**src/tcl_pkg.sv**
```systemverilog
// ----------------------------------------------------------------------------
// tcl_pkg
// shared types and constants of the text cursor layout block
// ----------------------------------------------------------------------------
package tcl_pkg;

	// glyph cell size in pixels, fixed by the font
	localparam int CELL       = 8;
	localparam int CELL_SHIFT = 3;

	// request codes
	localparam logic REQ_BEGIN = 1'b0;
	localparam logic REQ_CHAR  = 1'b1;

	// result kinds
	localparam logic KIND_GLYPH  = 1'b0;
	localparam logic KIND_FINISH = 1'b1;

	// control character codes
	localparam logic [7:0] CHAR_NUL   = 8'h00;
	localparam logic [7:0] CHAR_TAB   = 8'h09;
	localparam logic [7:0] CHAR_LF    = 8'h0A;
	localparam logic [7:0] CHAR_CR    = 8'h0D;
	localparam logic [7:0] CHAR_SPACE = 8'h20;

	// result queue
	localparam int Q_DEPTH = 4;
	localparam int Q_AW    = $clog2(Q_DEPTH);

	typedef struct packed {
		logic       kind;
		logic [9:0] pixel_x;
		logic [9:0] pixel_y;
		logic [7:0] symbol;
		logic [7:0] glyph_color;
		logic [7:0] lines_ended;
		logic       last;
	} tcl_result_t;

	// up to two results produced by one item, in order
	typedef struct packed {
		logic [1:0]  count;
		tcl_result_t first;
		tcl_result_t second;
	} tcl_push_t;

endpackage

```
**src/tcl_if.sv**
```systemverilog
// ----------------------------------------------------------------------------
// tcl channel interfaces
// valid/ready channels for input items and result items
// ----------------------------------------------------------------------------
interface tcl_item_if;
	logic       valid;
	logic       ready;
	logic       req_type;
	logic [9:0] start_x;
	logic [9:0] start_y;
	logic [7:0] max_cols;
	logic [7:0] max_rows;
	logic [7:0] ink_color;
	logic [7:0] char_code;

	modport source (
		output valid, req_type, start_x, start_y, max_cols, max_rows, ink_color,
			char_code,
		input  ready
	);
	modport sink (
		input  valid, req_type, start_x, start_y, max_cols, max_rows, ink_color,
			char_code,
		output ready
	);
endinterface

interface tcl_result_if;
	logic       valid;
	logic       ready;
	logic       kind;
	logic [9:0] pixel_x;
	logic [9:0] pixel_y;
	logic [7:0] symbol;
	logic [7:0] glyph_color;
	logic [7:0] lines_ended;
	logic       last;

	modport source (
		output valid, kind, pixel_x, pixel_y, symbol, glyph_color, lines_ended, last,
		input  ready
	);
	modport sink (
		input  valid, kind, pixel_x, pixel_y, symbol, glyph_color, lines_ended, last,
		output ready
	);
endinterface

```
**src/tcl_layout.sv**
```systemverilog
// ----------------------------------------------------------------------------
// tcl_layout
// input register, cursor state and per-item layout decision
// ----------------------------------------------------------------------------
module tcl_layout #(
	parameter int SCREEN_W = 320,
	parameter int SCREEN_H = 200,
	parameter int TAB_COLS = 4
) (
	input  logic              clk,
	input  logic              arst_n,
	tcl_item_if.sink          item,
	input  logic              room,
	output tcl_pkg::tcl_push_t push
);
	import tcl_pkg::*;

	localparam logic [7:0] W_CELLS   = 8'(SCREEN_W / CELL);
	localparam logic [7:0] H_CELLS   = 8'(SCREEN_H / CELL);
	localparam int         PW        = (TAB_COLS > 1) ? $clog2(TAB_COLS) : 1;
	localparam logic [PW-1:0] PH_LAST = PW'(TAB_COLS - 1);
	localparam logic [8:0] TAB_STEP  = 9'(TAB_COLS);
	localparam logic [9:0] TAB_PIX   = 10'(TAB_COLS * CELL);
	localparam logic [9:0] CELL_PIX  = 10'(CELL);

	// input stage
	logic       valid_s1;
	logic       req_type_s1;
	logic [9:0] start_x_s1;
	logic [9:0] start_y_s1;
	logic [7:0] max_cols_s1;
	logic [7:0] max_rows_s1;
	logic [7:0] ink_color_s1;
	logic [7:0] char_code_s1;
	logic       advance;
	logic       take;

	// cursor state
	logic          active_q,       active_d;
	logic [9:0]    left_x_q,       left_x_d;
	logic [9:0]    cursor_x_q,     cursor_x_d;
	logic [9:0]    cursor_y_q,     cursor_y_d;
	logic [7:0]    column_q,       column_d;
	logic [PW-1:0] phase_q,        phase_d;
	logic [7:0]    column_limit_q, column_limit_d;
	logic [7:0]    rows_left_q,    rows_left_d;
	logic [7:0]    line_count_q,   line_count_d;
	logic [7:0]    held_color_q,   held_color_d;

	// decision terms
	logic [7:0]  sx_cells, sy_cells, cols, rows;
	logic        off_screen;
	logic [8:0]  next_col, next_tab;
	logic [7:0]  lines_inc, rows_dec;
	logic        do_line_end, move, move_tab, glyph, done;
	tcl_result_t glyph_res, finish_res;

	assign advance    = valid_s1 && room;
	assign item.ready = !valid_s1 || room;
	assign take       = item.valid && item.ready;

	always_ff @(posedge clk or negedge arst_n) begin
		if (!arst_n) begin
			valid_s1 <= 1'b0;
		end else begin
			valid_s1 <= take || (valid_s1 && !advance);
		end
	end

	always_ff @(posedge clk) begin
		if (take) begin
			req_type_s1  <= item.req_type;
			start_x_s1   <= item.start_x;
			start_y_s1   <= item.start_y;
			max_cols_s1  <= item.max_cols;
			max_rows_s1  <= item.max_rows;
			ink_color_s1 <= item.ink_color;
			char_code_s1 <= item.char_code;
		end
	end

	// begin: clip the text area to the screen
	assign sx_cells   = {1'b0, start_x_s1[9:CELL_SHIFT]};
	assign sy_cells   = {1'b0, start_y_s1[9:CELL_SHIFT]};
	assign off_screen = (sx_cells >= W_CELLS) || (sy_cells >= H_CELLS);

	always_comb begin
		cols = W_CELLS - sx_cells;
		rows = H_CELLS - sy_cells;
		if (max_cols_s1 != 8'd0 && max_cols_s1 < cols) begin
			cols = max_cols_s1;
		end
		if (max_rows_s1 != 8'd0 && max_rows_s1 < rows) begin
			rows = max_rows_s1;
		end
	end

	// next column for a plain advance and for a tab stop
	assign next_col  = {1'b0, column_q} + 9'd1;
	assign next_tab  = {1'b0, column_q} - 9'(phase_q) + TAB_STEP;
	assign lines_inc = (line_count_q == 8'hFF) ? line_count_q : line_count_q + 8'd1;
	assign rows_dec  = rows_left_q - 8'd1;

	// character decode
	always_comb begin
		do_line_end = 1'b0;
		move        = 1'b0;
		move_tab    = 1'b0;
		glyph       = 1'b0;
		done        = 1'b0;
		if (char_code_s1 == CHAR_NUL) begin
			done = 1'b1;
		end else if (char_code_s1 == CHAR_LF) begin
			do_line_end = 1'b1;
		end else if (char_code_s1 == CHAR_CR) begin
			move = 1'b0;
		end else if (char_code_s1 == CHAR_TAB) begin
			if (next_tab >= {1'b0, column_limit_q}) begin
				do_line_end = 1'b1;
			end else begin
				move_tab = 1'b1;
			end
		end else begin
			glyph = (char_code_s1 != CHAR_SPACE);
			if (next_col >= {1'b0, column_limit_q}) begin
				do_line_end = 1'b1;
			end else begin
				move = 1'b1;
			end
		end
		if (do_line_end && rows_dec == 8'd0) begin
			done = 1'b1;
		end
	end

	// state update
	always_comb begin
		active_d       = active_q;
		left_x_d       = left_x_q;
		cursor_x_d     = cursor_x_q;
		cursor_y_d     = cursor_y_q;
		column_d       = column_q;
		phase_d        = phase_q;
		column_limit_d = column_limit_q;
		rows_left_d    = rows_left_q;
		line_count_d   = line_count_q;
		held_color_d   = held_color_q;
		if (req_type_s1 == REQ_BEGIN) begin
			active_d = 1'b0;
			if (!off_screen) begin
				active_d       = 1'b1;
				left_x_d       = start_x_s1;
				cursor_x_d     = start_x_s1;
				cursor_y_d     = start_y_s1;
				column_d       = 8'd0;
				phase_d        = '0;
				column_limit_d = cols;
				rows_left_d    = rows;
				line_count_d   = 8'd0;
				held_color_d   = ink_color_s1;
			end
		end else if (active_q) begin
			if (do_line_end) begin
				line_count_d = lines_inc;
				rows_left_d  = rows_dec;
				if (rows_dec != 8'd0) begin
					cursor_y_d = cursor_y_q + CELL_PIX;
					column_d   = 8'd0;
					phase_d    = '0;
					cursor_x_d = left_x_q;
				end
			end else if (char_code_s1 == CHAR_CR) begin
				column_d   = 8'd0;
				phase_d    = '0;
				cursor_x_d = left_x_q;
			end else if (move_tab) begin
				column_d   = next_tab[7:0];
				phase_d    = '0;
				cursor_x_d = cursor_x_q + TAB_PIX;
			end else if (move) begin
				column_d   = next_col[7:0];
				phase_d    = (phase_q == PH_LAST) ? '0 : phase_q + PW'(1);
				cursor_x_d = cursor_x_q + CELL_PIX;
			end
			if (done) begin
				active_d = 1'b0;
			end
		end
	end

	always_ff @(posedge clk or negedge arst_n) begin
		if (!arst_n) begin
			active_q       <= 1'b0;
			left_x_q       <= '0;
			cursor_x_q     <= '0;
			cursor_y_q     <= '0;
			column_q       <= '0;
			phase_q        <= '0;
			column_limit_q <= '0;
			rows_left_q    <= '0;
			line_count_q   <= '0;
			held_color_q   <= '0;
		end else if (advance) begin
			active_q       <= active_d;
			left_x_q       <= left_x_d;
			cursor_x_q     <= cursor_x_d;
			cursor_y_q     <= cursor_y_d;
			column_q       <= column_d;
			phase_q        <= phase_d;
			column_limit_q <= column_limit_d;
			rows_left_q    <= rows_left_d;
			line_count_q   <= line_count_d;
			held_color_q   <= held_color_d;
		end
	end

	// result assembly
	always_comb begin
		glyph_res             = '0;
		glyph_res.kind        = KIND_GLYPH;
		glyph_res.pixel_x     = cursor_x_q;
		glyph_res.pixel_y     = cursor_y_q;
		glyph_res.symbol      = char_code_s1;
		glyph_res.glyph_color = held_color_q;
		glyph_res.last        = !done;

		finish_res             = '0;
		finish_res.kind        = KIND_FINISH;
		finish_res.lines_ended = do_line_end ? lines_inc : line_count_q;
		finish_res.last        = 1'b1;

		push = '0;
		if (advance) begin
			if (req_type_s1 == REQ_BEGIN) begin
				if (off_screen) begin
					finish_res.lines_ended = 8'd0;
					push.count = 2'd1;
					push.first = finish_res;
				end
			end else if (active_q) begin
				if (glyph && done) begin
					push.count  = 2'd2;
					push.first  = glyph_res;
					push.second = finish_res;
				end else if (glyph) begin
					push.count = 2'd1;
					push.first = glyph_res;
				end else if (done) begin
					push.count = 2'd1;
					push.first = finish_res;
				end
			end
		end
	end

endmodule

```
**src/tcl_outq.sv**
```systemverilog
// ----------------------------------------------------------------------------
// tcl_outq
// small result queue, takes up to two results per cycle, sends one per beat
// ----------------------------------------------------------------------------
module tcl_outq (
	input  logic               clk,
	input  logic               arst_n,
	input  tcl_pkg::tcl_push_t push,
	output logic               room,
	tcl_result_if.source       result
);
	import tcl_pkg::*;

	tcl_result_t     entry_q [Q_DEPTH];
	logic [Q_AW-1:0] wr_ptr_q, rd_ptr_q;
	logic [Q_AW:0]   count_q;
	logic            pop;
	logic [Q_AW-1:0] wr_ptr_nx;
	tcl_result_t     head;

	assign room      = (count_q <= (Q_AW + 1)'(Q_DEPTH - 2));
	assign pop       = result.valid && result.ready;
	assign wr_ptr_nx = wr_ptr_q + Q_AW'(1);
	assign head      = entry_q[rd_ptr_q];

	always_ff @(posedge clk or negedge arst_n) begin
		if (!arst_n) begin
			wr_ptr_q <= '0;
			rd_ptr_q <= '0;
			count_q  <= '0;
		end else begin
			wr_ptr_q <= wr_ptr_q + Q_AW'(push.count);
			if (pop) begin
				rd_ptr_q <= rd_ptr_q + Q_AW'(1);
			end
			count_q <= count_q + (Q_AW + 1)'(push.count) - (Q_AW + 1)'(pop);
		end
	end

	always_ff @(posedge clk) begin
		if (push.count != 2'd0) begin
			entry_q[wr_ptr_q] <= push.first;
		end
		if (push.count == 2'd2) begin
			entry_q[wr_ptr_nx] <= push.second;
		end
	end

	assign result.valid       = (count_q != '0);
	assign result.kind        = head.kind;
	assign result.pixel_x     = head.pixel_x;
	assign result.pixel_y     = head.pixel_y;
	assign result.symbol      = head.symbol;
	assign result.glyph_color = head.glyph_color;
	assign result.lines_ended = head.lines_ended;
	assign result.last        = head.last;

endmodule

```
**src/text_cursor_layout.sv**
```systemverilog
// ----------------------------------------------------------------------------
// text_cursor_layout
// flow: an item is registered in the input stage, decided there once the queue
//   has room, and its results are registered in the queue before the port
// throughput: one item per cycle while the queue has room for two results, set
//   by the cursor state in tcl_layout and the result port, one result per beat
// reset: arst_n clears the cursor state (no string active) and empties the queue
// ----------------------------------------------------------------------------
module text_cursor_layout #(
	parameter int SCREEN_W = 320,
	parameter int SCREEN_H = 200,
	parameter int TAB_COLS = 4
) (
	input  logic         clk,
	input  logic         arst_n,
	tcl_item_if.sink     item,
	tcl_result_if.source result
);
	import tcl_pkg::*;

	// results of one item on their way to the queue
	tcl_push_t push;
	// queue can take two more results
	logic      room;

	// input register, cursor state and layout decision
	tcl_layout #(
		.SCREEN_W (SCREEN_W),
		.SCREEN_H (SCREEN_H),
		.TAB_COLS (TAB_COLS)
	) u_layout (
		.clk    (clk),
		.arst_n (arst_n),
		.item   (item),
		.room   (room),
		.push   (push)
	);

	// result queue decouples the stalling result port from the item stream
	tcl_outq u_outq (
		.clk    (clk),
		.arst_n (arst_n),
		.push   (push),
		.room   (room),
		.result (result)
	);

endmodule

```
**src/flat_wrapper.sv**
```systemverilog
// flat-port wrapper written by rule: the top's interface ports become plain ports
module text_cursor_layout_flat import tcl_pkg::*;
#(
	parameter int SCREEN_W = 320,
	parameter int SCREEN_H = 200,
	parameter int TAB_COLS = 4
)
  (clk, arst_n, item_valid, item_req_type, item_start_x, item_start_y, item_max_cols, item_max_rows, item_ink_color, item_char_code, item_ready, result_valid, result_kind, result_pixel_x, result_pixel_y, result_symbol, result_glyph_color, result_lines_ended, result_last, result_ready);
  tcl_item_if item_i ();
  tcl_result_if result_i ();
  input  logic clk;
  input  logic arst_n;
  input wire logic [$bits(item_i.valid)-1:0] item_valid;
  input wire logic [$bits(item_i.req_type)-1:0] item_req_type;
  input wire logic [$bits(item_i.start_x)-1:0] item_start_x;
  input wire logic [$bits(item_i.start_y)-1:0] item_start_y;
  input wire logic [$bits(item_i.max_cols)-1:0] item_max_cols;
  input wire logic [$bits(item_i.max_rows)-1:0] item_max_rows;
  input wire logic [$bits(item_i.ink_color)-1:0] item_ink_color;
  input wire logic [$bits(item_i.char_code)-1:0] item_char_code;
  output wire logic [$bits(item_i.ready)-1:0] item_ready;
  output wire logic [$bits(result_i.valid)-1:0] result_valid;
  output wire logic [$bits(result_i.kind)-1:0] result_kind;
  output wire logic [$bits(result_i.pixel_x)-1:0] result_pixel_x;
  output wire logic [$bits(result_i.pixel_y)-1:0] result_pixel_y;
  output wire logic [$bits(result_i.symbol)-1:0] result_symbol;
  output wire logic [$bits(result_i.glyph_color)-1:0] result_glyph_color;
  output wire logic [$bits(result_i.lines_ended)-1:0] result_lines_ended;
  output wire logic [$bits(result_i.last)-1:0] result_last;
  input wire logic [$bits(result_i.ready)-1:0] result_ready;
  assign item_i.valid = item_valid;
  assign item_i.req_type = item_req_type;
  assign item_i.start_x = item_start_x;
  assign item_i.start_y = item_start_y;
  assign item_i.max_cols = item_max_cols;
  assign item_i.max_rows = item_max_rows;
  assign item_i.ink_color = item_ink_color;
  assign item_i.char_code = item_char_code;
  assign item_ready = item_i.ready;
  assign result_valid = result_i.valid;
  assign result_kind = result_i.kind;
  assign result_pixel_x = result_i.pixel_x;
  assign result_pixel_y = result_i.pixel_y;
  assign result_symbol = result_i.symbol;
  assign result_glyph_color = result_i.glyph_color;
  assign result_lines_ended = result_i.lines_ended;
  assign result_last = result_i.last;
  assign result_i.ready = result_ready;
  text_cursor_layout #(.SCREEN_W(SCREEN_W), .SCREEN_H(SCREEN_H), .TAB_COLS(TAB_COLS)) u_core (.clk(clk), .arst_n(arst_n), .item(item_i), .result(result_i));
endmodule
```
**config.mk**
```make
export PLATFORM = sky130hd
export DESIGN_NAME = text_cursor_layout_flat
export DESIGN_NICKNAME = d
export VERILOG_FILES = /design/src/tcl_pkg.sv /design/src/tcl_if.sv /design/src/tcl_layout.sv /design/src/tcl_outq.sv /design/src/text_cursor_layout.sv /design/src/flat_wrapper.sv
export SDC_FILE = /design/constraint.sdc
export NUM_CORES = 1
export LEC_CHECK = 0
export ABC_AREA = 0
export BUFFER_PORTS_ARGS = -buffer_cell sky130_fd_sc_hd__buf_2
export CAP_MARGIN = 10
export CELL_PAD_IN_SITES_DETAIL_PLACEMENT = 0
export CELL_PAD_IN_SITES_GLOBAL_PLACEMENT = 2
export CORE_AREA = 2 2 210 212
export DETAILED_ROUTE_END_ITERATION = 6
export DIE_AREA = 0 0 212 214
export PLACE_DENSITY_LB_ADDON = 0.15
export SYNTH_ARGS = -nofsm -noshare
export SYNTH_HDL_FRONTEND = slang
export SYNTH_SLANG_ARGS = --single-unit
```
**constraint.sdc**
```tcl
create_clock -name clk -period 15.4 [get_ports clk]
set_clock_uncertainty 0.15 [all_clocks]
set_input_delay 0.77 -clock clk [delete_from_list [all_inputs] [get_ports clk]]
set_output_delay 0.77 -clock clk [all_outputs]
set_load 0.1 [all_outputs]
```
=== After elaboration in Yosys (flattened, before gate mapping) ===
Memories as Yosys holds them, arrays and structs flattened.
Index checks and enable logic that the tools add are counted.

* Logic and storage cells: 165
* Flip-flop bits (word level): 134
* Output and inout bits: 48
* Memories: 1
* Input bits: 57
* RAM bits: 184

{| class="wikitable"
|+ Memories
! name !! words !! bits a word !! read ports !! clocked after Yosys merged registers in !! wr ports !! line !! source
|-
| u_core.u_outq.entry_q || 4 || 46 || 1 || 0 || 2 || tcl_outq.sv:14 || <nowiki>tcl_result_t entry_q [Q_DEPTH];</nowiki>
|}

* Reduce and logical (&&, ||, !) cells: 26
* $add $sub $neg: 16
* $lt $le $gt $ge: 7
* Multiplexer cells: 79
* Equality and inequality tests: 13
* Bitwise operators: 2

{| class="wikitable"
|+ Operators by type and width
! kind !! count
|-
| $mux 94 || 2
|-
| $mux 48 || 3
|-
| $mux 8 || 18
|-
| $mux 10 || 13
|-
| $mux 47 || 2
|-
| $mux 46 || 2
|-
| $mux 1 || 30
|-
| $eq 8x4->1 const B || 3
|-
| $reduce_bool 8->1 || 3
|-
| $add 10x4->10 const B || 2
|-
| $ge 9x8->1 || 2
|-
| $mux 2 || 9
|-
| $logic_not 8->1 || 2
|-
| $lt 8x8->1 || 2
|-
| $add 10x6->10 const B || 1
|-
| $reduce_and 5->1 || 2
|-
| $add 8x1->9 const B || 1
|-
| $add 9x3->9 const B || 1
|-
| $sub 8x2->9 || 1
|-
| $add 8x1->8 const B || 1
|-
| $eq 8x8->1 const B || 1
|-
| $logic_and 1x1->1 || 8
|-
| $ne 8x6->1 const B || 1
|-
| $sub 5x7->8 const A || 1
|-
| other kinds (21) || 32
|}

=== Longest topological paths before layout ===
Gate-level depths: netlist of run 1.

* Word-level depth: 19
* Mapped depth: 29
* Mapped depth without buffers: 27

=== Hierarchy ===
From an unflattened synthesis of run 1, not the netlist that was laid out.

* Cells, all modules: 1,340
* Area, all modules: 17,710.7 um^2

{| class="wikitable"
|+ By module, submodules not included
! module !! times used !! cells an instance !! area an instance (um^2) !! sequential area each (um^2)
|-
| tcl_outq || 1 || 485 || 9,645.5 || 5,700.5
|-
| tcl_layout || 1 || 855 || 8,065.2 || 3,443.3
|}

=== Worst setup path before layout of run 1 ===
No wires, ideal clock.

* Path kind: reg-to-reg
* From: register u_core.u_layout.column_q[1]
* To: memory u_core.u_outq.entry_q[0][0] (netlist bit) (enable)
* Library setup time: 334 ps
* Required time: 14,916 ps
* Setup slack: 10,082 ps
* Cell stages (with the launch flop): 26
* Buffers on the path: 2
* Arrival: 4,833 ps
* Period minus slack after synthesis: 5,318 ps
* Cells stage by stage: dfrtp_1 ha_1 ha_1 inv_1 fa_1 inv_1 a211oi_1 o21bai_1 a21oi_1 xnor2_1 ha_1 nand4_1 nor2_1 nor3b_2 o211a_1 buf_4 nor4_1 or2_2 ha_1 a21oi_1 nor3_2 a21oi_2 nor3_2 a31oi_2 clkbuf_1 inv_1

{| class="wikitable"
|+ RTL lines
! item !! line !! source
|-
| start: declaration || tcl_layout.sv:43 || <nowiki>logic [7:0] column_q, column_d;</nowiki>
|-
| start signal: assignment || tcl_layout.sv:208 || <nowiki>column_q <= column_d;</nowiki>
|-
| end: declaration || tcl_outq.sv:14 ||
|}

==> parameters.txt, run 1 <==
Parameter                              Value

Floorplan
  I/O pin count    105
  Die extent in x    212 microns
  Num rows    76
  Core region area    42,890 sq um
  DIE AREA    45,370 sq um
  Initial standard-cell utilization of the core    0.3464
  Vertical die dimension    about 210 microns

Drt
  First-pass detailed-route iteration total    6
  Remaining antenna violation count after routing    0
  WL/cell    20.77 microns
  DRC violation count after routing    0
  Total routed wirelength    40.96 mm
  DRT iter0 DRCs    between 600 and 700
  Vias after detailed routing    10.72k
  Vias per std cell    5.434

Logic synthesis
  Area fraction of the dominant cell type after synthesis    0.1941
  Cell area after synthesis    between 10,000 and 15,000 sq um
  Library cell with the largest summed area after synthesis    sky130_fd_sc_hd__dfxtp_1
  Warnings, synthesis    0
  Yosys reg bits    318
  Share of flip-flops with an asynchronous set or reset after synthesis    0.2547
  Largest cells by area after synthesis    sky130_fd_sc_hd__dfxtp_1 (19%), sky130_fd_sc_hd__edfxtp_1 (19%), sky130_fd_sc_hd__dfrtp_1 (14%), sky130_fd_sc_hd__a32o_1 (9.5%), sky130_fd_sc_hd__mux4_2 (7.0%)
  Main synth FF type    sky130_fd_sc_hd__dfxtp_1
  Number of nets in the synthesized netlist    1,391
  Mean area per synthesized cell    11.66 sq um
  Sequential fraction of the synthesis area    0.5185
  Count of unique library cells instantiated by Yosys    81
  Synth Instances    ~1.3k
  Number of enable-type register cells in the synthesized netlist    93

Power and ir drop
  Leakage power summed over all cells    6.781 nW
  Power Density    178.5 nW/um^2
  Logic pwr share    0.342
  Sw frac    0.3934
  Switching power    1.209 mW
  Cell internal pwr    between 1.5 and 2 mW
  Peak supply drop    ~84 uV
  Portion of total power attributed to sequential cells    0.371
  Clock power frac    0.288

Clocking
  # resized after CTS    0
  Num CTS Buffers    39
  Clock sink count    318
  Maximum count of clock buffers along a single path    3
  Deepest level of the CTS H-tree    2
  TritonCTS clock tree    done
  Clock Pin Slew Worst Setup and Hold Paths    60 ps
  Clk Latency, worst-skew pair    550 ps
  Clk Tree Root Cell    sky130_fd_sc_hd__clkbuf_16

GRT
  GR peak layer    met2
  Overall routing resource usage    0.1826
  Via count of the first global-routing pass    10.87k
  Global routing usage on met1    0.2484
  Met3 demand-to-capacity share in global routing    0.02727
  Pin count of the biggest net entering global routing    76
  GRT met2 Usage    0.3022
  Number of antenna violations at the first check in global routing    0
  Wire length of the first global-routing pass    ~64 mm
  Leftover overflow at the end of global routing    0

Worst setup path
  CP Data Arrival Time    6330 ps
  Origin of the worst setup path    u_core.u_layout.column_q[1]
  Critical path type    reg -> reg
  Startpoint type of the worst setup path    flip-flop
  Endpoint required time on the critical path    15,470 ps
  Worst-path fanout max    37
  Type of destination of the critical path    flip-flop
  Reg-to-Reg Start    u_core.u_layout.column_q[1]
  Count of cells along the worst register-to-register path    26

Placed design
  Cell area after placement    15,990 sq um
  Count of input and output buffers    104
  HPWL after detailed placement    26.68 mm
  Routability-driven placement congestion ratio    roughly 0.80

STA
  Worst hold-check slack    244.6 ps
  Min cycle time layout    6263 ps
  Fin crit share    0.4067
  Max frequency    159.7 MHz
  Final hold viol count    0
  RSZ-0062 raised after global routing    no
  Fin Setup TNS    0 ps
  Worst slew pin tran    1041 ps
  Worst relative slew slack    0.3060
  Slew Limit Fails    0
  Number of setup violations in the final report    0

Worst hold path
  Number of cells on the worst hold path    1
  Min-Delay Path Class    in -> reg
  Worst min-delay path startpoint    item_start_y[7]

Status
  Outcome    finished, final reports clean

Run
  MaxCap Viol Count    0

Finish
  Area of all placed cells without fillers    17,220 sq um
  Register cell area after layout    7705 sq um
  Layout fillers    about 4.1k
  Footprint of the multi-input gates    6620 sq um
  Synthesis-to-layout area growth    15.89%
  Final net count    1,475
  Number of antenna cells inserted    0
  Fraction of final layout cells with drive strength greater than 1    0.1903
routing by layer:
| metal | wire (microns) | vias to the layer above |
|---|---|---|
| met1 | 18690 | 5372 |
| met5 | 0 | - |
| met2 | 19660 | 217 |
| met3 | 1760 | 54 |
| li1 | - | 5072 |
| met4 | 847 | 0 |
path summary, 6_finish.rpt:
| check | endpoint | slack, ps |
|---|---|---|
| worst max-delay path | u_core.u_outq.entry_q[0][7] | 9140 |
| worst min-delay path | u_core.u_layout.start_y_s1[7] | 240 |
| worst max register to register | u_core.u_outq.entry_q[0][7] | 9140 |
| worst min register to register | u_core.u_layout.cursor_y_q[2] | 300 |
| max in group asynchronous | u_core.u_outq.rd_ptr_q[0] | 13300 |
| min in group asynchronous | u_core.u_layout.line_count_q[2] | 540 |
cell usage in the layout (no fill, tap or decap), drive strengths merged, types with 5 or more instances in the layout:
cell type	synthesis	final
or3	11	11
buf	27	131
mux4	46	46
a22o	5	5
mux2i	19	19
nor4	8	8
ha	58	58
o21ai	48	48
o21a	9	9
nor2	67	67
nand2b	15	15
clkinv	0	5
o311ai	5	5
a21o	10	10
a211oi	8	8
nand2	120	120
o31ai	8	8
o22ai	9	9
dfxtp	144	144
and3	19	19
xnor2	23	23
edfxtp	93	93
and2	8	8
nand4	8	8
xor2	13	13
inv	55	56
nand3	28	28
clkbuf	62	62
dfrtp	81	81
mux2	5	5
a31oi	18	18
nor3	17	17
a32o	141	141
a21oi	39	39
logic make-up (layout without fill, tap and decap cells):
| group | Yosys count | after routing | synth area share |
|---|---|---|---|
| adder cells (fa/ha/maj) | 60 | 60 | 0.05155 |
| multiplexers | 70 | 70 | 0.08633 |
| AND/OR/NAND/NOR | 317 | 317 | 0.1018 |
| XOR/XNOR | 36 | 36 | 0.02173 |
| buffers and inverters | 144 | 257 | 0.03900 |
| AO/OA/AOI/OAI | 329 | 329 | 0.1811 |
| flip-flops | 318 | 318 | 0.5185 |
final cells by class:
cell class                      instances  share of cell area
Clock buffer                           62             0.06519
Clock inverter                          8            0.005451
Inverter                               55             0.01199
Multi-Input combinational cell        812              0.3845
Sequential cell                       318              0.4476
Tap cell                              585             0.04252
Timing Repair Buffer                  132             0.04274
timing repair:
action	CTS	global route
setup endpoints to repair	0	0
setup buffers	0	0
hold endpoints to repair	19	0
hold buffers	1	0
synth_stat cells, types with 9 or more instances:
cell                       count
sky130_fd_sc_hd__dfxtp_1     144
sky130_fd_sc_hd__a32o_1      141
sky130_fd_sc_hd__nand2_1     119
sky130_fd_sc_hd__edfxtp_1     93
sky130_fd_sc_hd__dfrtp_1      81
sky130_fd_sc_hd__nor2_1       67
sky130_fd_sc_hd__clkbuf_1     62
sky130_fd_sc_hd__ha_1         58
sky130_fd_sc_hd__inv_1        55
sky130_fd_sc_hd__mux4_2       46
sky130_fd_sc_hd__a21oi_1      37
sky130_fd_sc_hd__o21ai_0      33
sky130_fd_sc_hd__nand3_1      27
sky130_fd_sc_hd__xnor2_1      22
sky130_fd_sc_hd__mux2i_1      19
sky130_fd_sc_hd__and3_1       18
sky130_fd_sc_hd__a31oi_1      16
sky130_fd_sc_hd__nand2b_1     15
sky130_fd_sc_hd__nor3_1       15
sky130_fd_sc_hd__o21ai_1      15
sky130_fd_sc_hd__buf_2        13
sky130_fd_sc_hd__xor2_1       13
sky130_fd_sc_hd__a21o_1       10
sky130_fd_sc_hd__or3_1        10
sky130_fd_sc_hd__buf_1         9
sky130_fd_sc_hd__o21a_1        9
sky130_fd_sc_hd__o22ai_1       9
power groups by stage:
stage,combinational (mW),sequential (mW),clock [mW]
finish,1.05,1.14,0.883
global route,1.15,1.16,0.947
CTS,1.07,1.14,0.913
detailed placement,1.07,1.16,0
global placement,1.07,1.15,0
floorplan,0.844,1.08,0
through the flow:
stage	power [mW]	instances	util	worst slack [ps]
final	3.072	1972	0.4014	9137
after CTS	3.123	1972	0.4014	9057
after global placement	2.220	1901	0.3728	9236
after detailed placement	2.224	1901	0.3728	9074
after global routing	3.257	1972	0.4014	8695
after floorplan	1.922	1274	-	10080
registers in the layout, indices dropped and copies added (netlist names), 8 cells and up:
| name | count |
|---|---|
| u_core.u_outq.entry_q | 184 |
| u_core.u_layout.cursor_x_q | 10 |
| u_core.u_layout.cursor_y_q | 10 |
| u_core.u_layout.left_x_q | 10 |
| u_core.u_layout.start_x_s1 | 10 |
| u_core.u_layout.start_y_s1 | 10 |
| u_core.u_layout.char_code_s1 | 8 |
| u_core.u_layout.column_limit_q | 8 |
| u_core.u_layout.column_q | 8 |
| u_core.u_layout.held_color_q | 8 |
| u_core.u_layout.ink_color_s1 | 8 |
| u_core.u_layout.line_count_q | 8 |
| u_core.u_layout.max_cols_s1 | 8 |
| u_core.u_layout.max_rows_s1 | 8 |
| u_core.u_layout.rows_left_q | 8 |
critical path: stages, from the launching register on:
cell	delay, ps
sky130_fd_sc_hd__dfrtp_1	410
sky130_fd_sc_hd__ha_1	300
sky130_fd_sc_hd__ha_1	210
sky130_fd_sc_hd__inv_1	80
sky130_fd_sc_hd__fa_1	230
sky130_fd_sc_hd__inv_1	60
sky130_fd_sc_hd__a211oi_1	340
sky130_fd_sc_hd__o21bai_1	110
sky130_fd_sc_hd__a21oi_1	180
sky130_fd_sc_hd__xnor2_1	180
sky130_fd_sc_hd__ha_1	290
sky130_fd_sc_hd__nand4_1	90
sky130_fd_sc_hd__nor2_1	60
sky130_fd_sc_hd__nor3b_2	200
sky130_fd_sc_hd__o211a_1	170
sky130_fd_sc_hd__buf_4	240
sky130_fd_sc_hd__nor4_1	110
sky130_fd_sc_hd__or2_2	330
sky130_fd_sc_hd__ha_1	270
sky130_fd_sc_hd__a21oi_1	150
sky130_fd_sc_hd__nor3_2	90
sky130_fd_sc_hd__a21oi_2	350
sky130_fd_sc_hd__nor3_4	40
sky130_fd_sc_hd__buf_4	300
sky130_fd_sc_hd__a31oi_4	190
sky130_fd_sc_hd__buf_4	430
sky130_fd_sc_hd__inv_1	350
Note: power is estimated with default switching activity, not from simulation.
==> run 2, diff against run 1 <==
--- a/config.mk
+++ b/config.mk
@@ -5,14 +5,14 @@
 export SDC_FILE = /design/constraint.sdc
 export NUM_CORES = 1
 export LEC_CHECK = 0
-export ABC_AREA = 0
+export ABC_AREA = 1
 export BUFFER_PORTS_ARGS = -buffer_cell sky130_fd_sc_hd__buf_2
 export CAP_MARGIN = 10
 export CELL_PAD_IN_SITES_DETAIL_PLACEMENT = 0
 export CELL_PAD_IN_SITES_GLOBAL_PLACEMENT = 2
-export CORE_AREA = 2 2 210 212
+export CORE_AREA = 2 2 220 222
 export DETAILED_ROUTE_END_ITERATION = 6
-export DIE_AREA = 0 0 212 214
+export DIE_AREA = 0 0 222 224
 export PLACE_DENSITY_LB_ADDON = 0.15
 export SYNTH_ARGS = -nofsm -noshare
 export SYNTH_HDL_FRONTEND = slang
==> constraint.sdc (replaced) <==
create_clock -name clk -period 5.6 [get_ports clk]
set_clock_uncertainty 0.15 [all_clocks]
set_input_delay 0.28 -clock clk [delete_from_list [all_inputs] [get_ports clk]]
set_output_delay 0.28 -clock clk [all_outputs]
set_load 0.1 [all_outputs]
==> run 2 against run 1 <==
Effect of this change: die area rose by 9.6%; area after synthesis rose by 4.0%; core utilization fell by 1.2 points; total power rose to 3.6 times the previous value; design area rose by 7.2%; hold slack got worse by 190 ps; critical path depth rose by 7; sequential share of layout area fell by 3.0 points; highest routed layer unchanged; critical endpoint is now u_core.u_outq.entry_q[2][3]; routed wire length rose by 13%; combinational power rose to 5.0 times the previous value; synthesized cell count rose by 46%; fmax rose by 22%.
==> parameters.txt, run 2 <==
Parameter                              Value

GRT
  Overall routing resource usage    0.1860 (was 0.1826)
  Via count of the first global-routing pass    12.62k (was 10.87k)
  Leftover overflow at the end of global routing    0 (unchanged)
  Wire length of the first global-routing pass    72.32 mm (was 64.41 mm)
  Pin count of the biggest net entering global routing    95 (was 76)
  Number of antenna violations at the first check in global routing    0 (unchanged)

Logic synthesis
  Synth Instances    1,864 (was 1,274)
  Sequential fraction of the synthesis area    0.4986 (was 0.5185)
  Number of enable-type register cells in the synthesized netlist    93 (unchanged)
  Most common cell in the synthesized netlist    sky130_fd_sc_hd__o21ai_0 (was sky130_fd_sc_hd__dfxtp_1)
  Count of unique library cells instantiated by Yosys    43 (was 81)
  Number of nets in the synthesized netlist    1,981 (was 1,391)
  Largest cells by area after synthesis    sky130_fd_sc_hd__dfxtp_1 (19%), sky130_fd_sc_hd__edfxtp_1 (18%), sky130_fd_sc_hd__dfrtp_1 (13%), sky130_fd_sc_hd__o21ai_0 (10%), sky130_fd_sc_hd__nand2_1 (7.5%) (was sky130_fd_sc_hd__dfxtp_1 (19%), sky130_fd_sc_hd__edfxtp_1 (19%), sky130_fd_sc_hd__dfrtp_1 (14%), sky130_fd_sc_hd__a32o_1 (9.5%), sky130_fd_sc_hd__mux4_2 (7.0%))
  Area fraction of the dominant cell type after synthesis    0.1866 (was 0.1941)
  Yosys reg bits    318 (unchanged)
  Library cell with the largest summed area after synthesis    sky130_fd_sc_hd__dfxtp_1 (unchanged)
  Mean area per synthesized cell    8.287 sq um (was 11.66 sq um)
  Warnings, synthesis    0 (unchanged)
  Most instantiated cells after synthesis    sky130_fd_sc_hd__o21ai_0 (312), sky130_fd_sc_hd__nand2_1 (310), sky130_fd_sc_hd__nand3_1 (231) (was sky130_fd_sc_hd__dfxtp_1 (144), sky130_fd_sc_hd__a32o_1 (141), sky130_fd_sc_hd__nand2_1 (119))
  Main synth FF type    sky130_fd_sc_hd__dfxtp_1 (unchanged)
  Cell area after synthesis    15,450 sq um (was 14,860 sq um)
  Share of flip-flops with an asynchronous set or reset after synthesis    0.2547 (unchanged)

Finish
  Register name with the most flops    u_core.u_outq.entry_q (unchanged)
  Footprint of the multi-input gates    6808 sq um (was 6620 sq um)
  Synthesis-to-layout area growth    19.45% (was 15.89%)
  Max reg flops    184 (unchanged)
  Fraction of final layout cells with drive strength greater than 1    0.1165 (was 0.1903)
  Final net count    2,104 (was 1,475)
  Number of antenna cells inserted    0 (unchanged)
  Layout fillers    4,893 (was 4,148)
  Highest-count cells in the layout ignoring fill and taps    sky130_fd_sc_hd__o21ai_0 (311), sky130_fd_sc_hd__nand2_1 (305), sky130_fd_sc_hd__nand3_1 (231) (was sky130_fd_sc_hd__dfxtp_1 (144), sky130_fd_sc_hd__a32o_1 (141), sky130_fd_sc_hd__nand2_1 (119))
  Area of all placed cells without fillers    18,450 sq um (was 17,220 sq um)
  Most common cell after layout, fill and taps aside    sky130_fd_sc_hd__o21ai_0 (was sky130_fd_sc_hd__dfxtp_1)
  Register cell area after layout    7704 sq um (was 7705 sq um)

Floorplan
  I/O pin count    105 (unchanged)
  DIE AREA    49,730 sq um (was 45,370 sq um)
  Core region area    47,350 sq um (was 42,890 sq um)
  Vertical die dimension    224 microns (was 214 microns)
  Initial standard-cell utilization of the core    0.3263 (was 0.3464)
  Num rows    80 (was 76)
  Die extent in x    222 microns (was 212 microns)

Worst setup path
  CP dominant cell by count    sky130_fd_sc_hd__nand2_1 (was sky130_fd_sc_hd__ha_1)
  Longest individual stage delay on the worst path    430 ps (about the same)
  CP Data Arrival Time    5270 ps (was 6330 ps)
  Reg-to-Reg Start    u_core.u_layout.column_q[0] (was u_core.u_layout.column_q[1])
  Critical path type    reg -> reg (unchanged)
  Endpoint required time on the critical path    5730 ps (was 15,470 ps)
  Startpoint type of the worst setup path    flip-flop (unchanged)
  Type of destination of the critical path    flip-flop (unchanged)
  Capture instance of the worst register-to-register path    u_core.u_outq.entry_q[2][3] (was u_core.u_outq.entry_q[0][7])
  Count of cells along the worst register-to-register path    33 (was 26)
  Standard cell with the maximum stage delay on the critical path    sky130_fd_sc_hd__fa_1 (was sky130_fd_sc_hd__buf_4)
  Worst-path fanout max    9 (was 37)
  R2r setup slk    460 ps (was 9140 ps)

STA
  Slew Limit Fails    0 (unchanged)
  Final hold viol count    0 (unchanged)
  Fin Setup TNS    0 ps (unchanged)
  Worst slew pin tran    1047 ps (was 1041 ps)
  Min cycle time layout    5140 ps (was 6263 ps)
  Max frequency    194.5 MHz (was 159.7 MHz)
  Worst relative slew slack    0.3017 (was 0.3060)
  RSZ-0062 raised after global routing    no (unchanged)
  Worst hold-check slack    51.27 ps (was 244.6 ps)
  Fin crit share    0.9179 (was 0.4067)
  Number of setup violations in the final report    0 (unchanged)

Status
  Outcome    finished, final reports clean (unchanged)

Clocking
  Clock Pin Slew Worst Setup and Hold Paths    60 ps (about the same)
  Deepest level of the CTS H-tree    2 (unchanged)
  Clk Tree Root Cell    sky130_fd_sc_hd__clkbuf_16 (unchanged)
  Maximum count of clock buffers along a single path    3 (unchanged)
  Clock sink count    318 (unchanged)
  Num CTS Buffers    40 (was 39)
  TritonCTS clock tree    done (unchanged)
  Clk Latency, worst-skew pair    560 ps (was 550 ps)

Worst hold path
  Min-Delay Path Class    in -> reg (unchanged)
  Worst min-delay path startpoint    result_ready (was item_start_y[7])
  Number of cells on the worst hold path    3 (was 1)
  Endpoint of the worst hold path    u_core.u_outq.rd_ptr_q[0] (was u_core.u_layout.start_y_s1[7])

Drt
  Vias after detailed routing    12.93k (was 10.72k)
  DRC violation count after routing    0 (unchanged)
  Vias per std cell    4.910 (was 5.434)
  WL/cell    17.60 microns (was 20.77 microns)
  Total routed wirelength    46.35 mm (was 40.96 mm)
  First-pass detailed-route iteration total    4 (was 6)
  DRT iter0 DRCs    713 (was 667)
  Remaining antenna violation count after routing    0 (unchanged)

Power and ir drop
  Power Density    598.3 nW/um^2 (was 178.5 nW/um^2)
  Leakage power summed over all cells    7.847 nW (was 6.781 nW)
  Peak supply drop    370.3 uV (was 83.85 uV)

Placed design
  Routability-driven placement congestion ratio    0.7933 (was 0.7982)
  Count of input and output buffers    104 (unchanged)
  HPWL after detailed placement    30.52 mm (was 26.68 mm)
  Cell area after placement    16,580 sq um (was 15,990 sq um)

Run
  MaxCap Viol Count    0 (unchanged)
[run 2: where the power goes]
group,internal [mW],switching (mW)
Sequential,2.86,0.324
Combinational,1.17,4.12
Clock,1.55,1.01
Total,5.58,5.46
[run 2: worst max path at each step]
stage	start	end	cells after the start
after floorplan	u_core.u_layout.column_q[1]	u_core.u_outq.entry_q[1][0]	29
after global placement	u_core.u_layout.column_q[0]	u_core.u_outq.entry_q[0][3]	33
after detailed placement	u_core.u_layout.column_q[0]	u_core.u_outq.entry_q[0][3]	33
after CTS	u_core.u_layout.column_q[0]	u_core.u_outq.entry_q[0][3]	33
after global routing	u_core.u_layout.column_q[0]	u_core.u_outq.entry_q[0][25]	33
final	u_core.u_layout.column_q[0]	u_core.u_outq.entry_q[2][3]	33
[run 2: per-stage QoR]
stage / cells / total power [mW] / setup slack [ps] / utilization
global placement: 2505 / 8.528 / 362.4 / 0.3502
finish: 2633 / 11.04 / 459.9 / 0.3897
detailed placement: 2505 / 8.545 / 237.5 / 0.3502
floorplan: 1864 / 7.238 / 721.6 / -
global route: 2633 / 11.74 / 7.728 / 0.3897
CTS: 2633 / 11.19 / 219.9 / 0.3894
[run 2: final cells by class]
cell class | instances | share of cell area
Multi-Input combinational cell | 1300 | 0.3690
Tap cell | 615 | 0.04170
Clock buffer | 61 | 0.06415
Inverter | 137 | 0.02787
Clock inverter | 12 | 0.006781
Timing Repair Buffer | 190 | 0.07303
Sequential cell | 318 | 0.4175
[run 2: repair_timing]
action / 4_1_cts / 5_1_grt
hold endpoints to repair: 81 / 0
gates resized for setup: 0 / 6
setup buffers: 0 / 0
hold buffers: 55 / 0
endpoints found under the setup margin: 0 / 169
[run 2: per-layer routing]
metal	up-vias	global-route usage	wire, microns
li1	6562	-	-
met1	6105	0.2500	22300
met2	203	0.3138	21520
met3	57	0.02348	1500
met4	0	0.05471	1033
met5	-	0	0
[run 2: logic make-up after synthesis]
group	share of synthesized area
XOR/XNOR	0.02835
adder cells (fa/ha/maj)	0.04957
AO/OA/AOI/OAI	0.1445
multiplexers	0.0006480
AND/OR/NAND/NOR	0.2153
buffers and inverters	0.06302
flip-flops	0.4986
[run 2: critical path, delay by kind of cell, from the launching register on]
| family | cells | cell delay, ps |
|---|---|---|
| AOI/OAI and AO/OA | 3 | 590 |
| xor gates and xnor gates | 1 | 190 |
| buffers and inverters | 5 | 480 |
| and+or+nand+nor | 19 | 1650 |
| adders and majority gates | 5 | 1390 |
| DFF | 1 | 390 |
==> run 3, diff against run 2 <==
--- a/config.mk
+++ b/config.mk
@@ -10,10 +10,12 @@
 export CAP_MARGIN = 10
 export CELL_PAD_IN_SITES_DETAIL_PLACEMENT = 0
 export CELL_PAD_IN_SITES_GLOBAL_PLACEMENT = 2
-export CORE_AREA = 2 2 220 222
+export CORE_AREA = 2 2 214 216
 export DETAILED_ROUTE_END_ITERATION = 6
-export DIE_AREA = 0 0 222 224
+export DIE_AREA = 0 0 216 218
+export GPL_TIMING_DRIVEN = 0
 export PLACE_DENSITY_LB_ADDON = 0.15
+export SETUP_SLACK_MARGIN = 0.05
 export SYNTH_ARGS = -nofsm -noshare
 export SYNTH_HDL_FRONTEND = slang
 export SYNTH_SLANG_ARGS = --single-unit
==> constraint.sdc (replaced) <==
create_clock -name clk -period 4.8 [get_ports clk]
set_clock_uncertainty 0.15 [all_clocks]
set_input_delay 0.24 -clock clk [delete_from_list [all_inputs] [get_ports clk]]
set_output_delay 0.24 -clock clk [all_outputs]
set_load 0.1 [all_outputs]
==> run 3 against run 2 <==
Effect of this change: the run now ends with setup timing left; design area increased by 15%; global-route usage increased by 3.4 points; flip-flop and latch count unchanged; critical path type unchanged.
==> parameters.txt, run 3 (synthesized netlist as in run 2, its figures left out) <==
Parameter                              Value

Status
  Outcome    finished, violations left (was finished, final reports clean)
  Failing checks    setup timing

STA
  Number of setup violations in the final report    199 (was 0)
  Slew Limit Fails    0 (unchanged)
  Worst slew pin tran    929.7 ps (was 1047 ps)
  Slack of the critical path    -200.8 ps (was 459.9 ps)
  Final hold viol count    0 (unchanged)
  Fin Setup TNS    -13,960 ps (was 0 ps)
  Max frequency    200.0 MHz (was 194.5 MHz)
  RSZ-0062 raised after global routing    yes (was no)
  Min cycle time layout    5001 ps (was 5140 ps)
  Worst relative slew slack    0.3747 (was 0.3017)
  Worst hold-check slack    50.77 ps (was 51.27 ps)
  Fin crit share    1.042 (was 0.9179)

Drt
  First-pass detailed-route iteration total    5 (was 4)
  Total routed wirelength    52.24 mm (was 46.35 mm)
  DRC violation count after routing    0 (unchanged)
  WL/cell    18.78 microns (was 17.60 microns)
  Remaining antenna violation count after routing    0 (unchanged)
  Vias after detailed routing    13.87k (was 12.93k)
  Vias per std cell    4.985 (was 4.910)
  DRT iter0 DRCs    837 (was 713)

Finish
  Highest-count cells in the layout ignoring fill and taps    sky130_fd_sc_hd__nand2_1 (293), sky130_fd_sc_hd__nor2_1 (168), sky130_fd_sc_hd__o21ai_0 (163) (was sky130_fd_sc_hd__o21ai_0 (311), sky130_fd_sc_hd__nand2_1 (305), sky130_fd_sc_hd__nand3_1 (231))
  Most common cell after layout, fill and taps aside    sky130_fd_sc_hd__nand2_1 (was sky130_fd_sc_hd__o21ai_0)
  Max reg flops    184 (unchanged)
  Final net count    2,271 (was 2,104)
  Layout fillers    4,380 (was 4,893)
  Synthesis-to-layout area growth    37.31% (was 19.45%)
  Register name with the most flops    u_core.u_outq.entry_q (unchanged)
  Fraction of final layout cells with drive strength greater than 1    0.2145 (was 0.1165)
  Number of antenna cells inserted    0 (unchanged)

Floorplan
  DIE AREA    47,090 sq um (was 49,730 sq um)
  Num rows    78 (was 80)
  Initial standard-cell utilization of the core    0.3441 (was 0.3263)
  Die extent in x    216 microns (was 222 microns)
  I/O pin count    105 (unchanged)
  Core region area    44,890 sq um (was 47,350 sq um)
  Vertical die dimension    218 microns (was 224 microns)

GRT
  Overall routing resource usage    0.2199 (was 0.1860)
  Leftover overflow at the end of global routing    0 (unchanged)
  Via count of the first global-routing pass    13.58k (was 12.62k)
  Number of antenna violations at the first check in global routing    0 (unchanged)
  Pin count of the biggest net entering global routing    48 (was 95)
  Wire length of the first global-routing pass    79.78 mm (was 72.32 mm)

Run
  MaxCap Viol Count    0 (unchanged)

Clocking
  Clock Pin Slew Worst Setup and Hold Paths    60 ps (about the same)
  Clock sink count    318 (unchanged)
  TritonCTS clock tree    done (unchanged)
  Clk Latency, worst-skew pair    570 ps (was 560 ps)
  Deepest level of the CTS H-tree    2 (unchanged)
  Maximum count of clock buffers along a single path    3 (unchanged)
  Num CTS Buffers    39 (was 40)
  Clk Tree Root Cell    sky130_fd_sc_hd__clkbuf_16 (unchanged)

Worst setup path
  Longest individual stage delay on the worst path    390 ps (was 430 ps)
  Worst-path fanout max    3 (was 9)
  Endpoint required time on the critical path    5090 ps (was 5730 ps)
  CP dominant cell by count    sky130_fd_sc_hd__nand2_1 (unchanged)
  CP Data Arrival Time    5290 ps (was 5270 ps)
  Startpoint type of the worst setup path    flip-flop (unchanged)
  R2r setup slk    -200 ps (was 460 ps)
  Standard cell with the maximum stage delay on the critical path    sky130_fd_sc_hd__fa_2 (was sky130_fd_sc_hd__fa_1)
  Critical path type    reg -> reg (unchanged)
  Type of destination of the critical path    flip-flop (unchanged)

Power and ir drop
  Portion of total power attributed to sequential cells    0.271 (was 0.288)
  Leakage power summed over all cells    8.896 nW (was 7.847 nW)
  Sw frac    0.4986 (was 0.4947)
  Cell internal pwr    6.876 mW (was 5.579 mW)
  Peak supply drop    491.8 uV (was 370.3 uV)
  Clock power frac    0.218 (was 0.232)
  Switching power    6.839 mW (was 5.460 mW)
  Power Density    646.6 nW/um^2 (was 598.3 nW/um^2)
  Logic pwr share    0.511 (was 0.479)

Placed design
  Routability-driven placement congestion ratio    0.8264 (was 0.7933)
  HPWL after detailed placement    35.75 mm (was 30.52 mm)
  Count of input and output buffers    104 (unchanged)
  Pre-CTS setup slack    -1414 ps (was 237.5 ps)

Worst hold path
  Min-Delay Path Class    in -> async (was in -> reg)
[run 3: changes by cell type in the layout (fill, tap and decap cells not counted), sizes merged]
cell      delta
buf         +91
clkbuf      +60
clkinv       +5
nand2        +4
bufbuf       +3
inv          -3
bufinv       +2
clkinvlp     +2
[run 3: final timing paths]
check | to | from | cells past startpoint
max in group asynchronous | u_core.u_layout.rows_left_q[0] | arst_n | 3
min in group clk | u_core.u_outq.rd_ptr_q[0] | result_ready | 3
hold / removal | u_core.u_layout.column_q[5] | arst_n | 2
setup / recovery | u_core.u_outq.count_q[2] | u_core.u_layout.phase_q[1] | 32
hold reg to reg | u_core.u_layout.cursor_y_q[0] | u_core.u_layout.start_y_s1[0] | 2
setup reg to reg | u_core.u_outq.count_q[2] | u_core.u_layout.phase_q[1] | 32
[run 3: power by group through the flow]
stage / logic [mW] / clock network [mW] / registers [mW]
finish: 7.01 / 2.98 / 3.72
global route: 7.57 / 3.15 / 3.79
CTS: 6.75 / 3.06 / 3.71
detailed placement: 6.37 / 0 / 3.76
global placement: 6.32 / 0 / 3.77
floorplan: 4.82 / 0 / 3.63
[run 3: stage by stage]
stage                 util  total power [mW]  instance area, sq um  std cells
floorplan                -             8.451                 15460       1864
global placement    0.3728             10.09                 16740       2568
detailed placement  0.3741             10.13                 16790       2570
CTS                 0.4519             13.52                 20290       2749
global route        0.4725             14.51                 21210       2782
finish              0.4725             13.72                 21210       2782
[run 3: final cells by class]
cell class,instances,area [sq um],share of cell area
plain buffers,102,852.1,0.04017
clock buffers,51,1062,0.05008
clock inverters,18,212.7,0.01003
inverters,137,571.8,0.02696
multi-input cells,1304,7691,0.3626
flip-flops and latches,318,7702,0.3631
well taps,600,750.7,0.03539
repair buffers,252,2367,0.1116
[run 3: repair_timing]
| action | 4_1_cts | 5_1_grt |
|---|---|---|
| gates cloned | 11 | 8 |
| setup endpoints to repair | 238 | 248 |
| gates resized for setup | 378 | 170 |
| pin swaps | 24 | 24 |
| hold buffers | 55 | 0 |
| hold endpoints to repair | 135 | 0 |
| setup buffers | 45 | 33 |
[run 3: per-layer routing]
metal  part of all wire  track usage  up-vias
met5                  0            0        -
li1                   -            -     6936
met1               0.45       0.2823     6641
met2               0.50       0.3854      231
met3              0.034      0.02706       59
met4              0.023      0.07009        0
[run 3: critical path: cells and delay by family, from the launching register on]
kind	cells	cell delay, ps
AO/OA/AOI/OAI	3	380
XOR/XNOR	2	270
adder cells (fa/ha/maj)	8	2180
flip-flops	1	370
buffers and inverters	5	380
AND/OR/NAND/NOR	14	1130
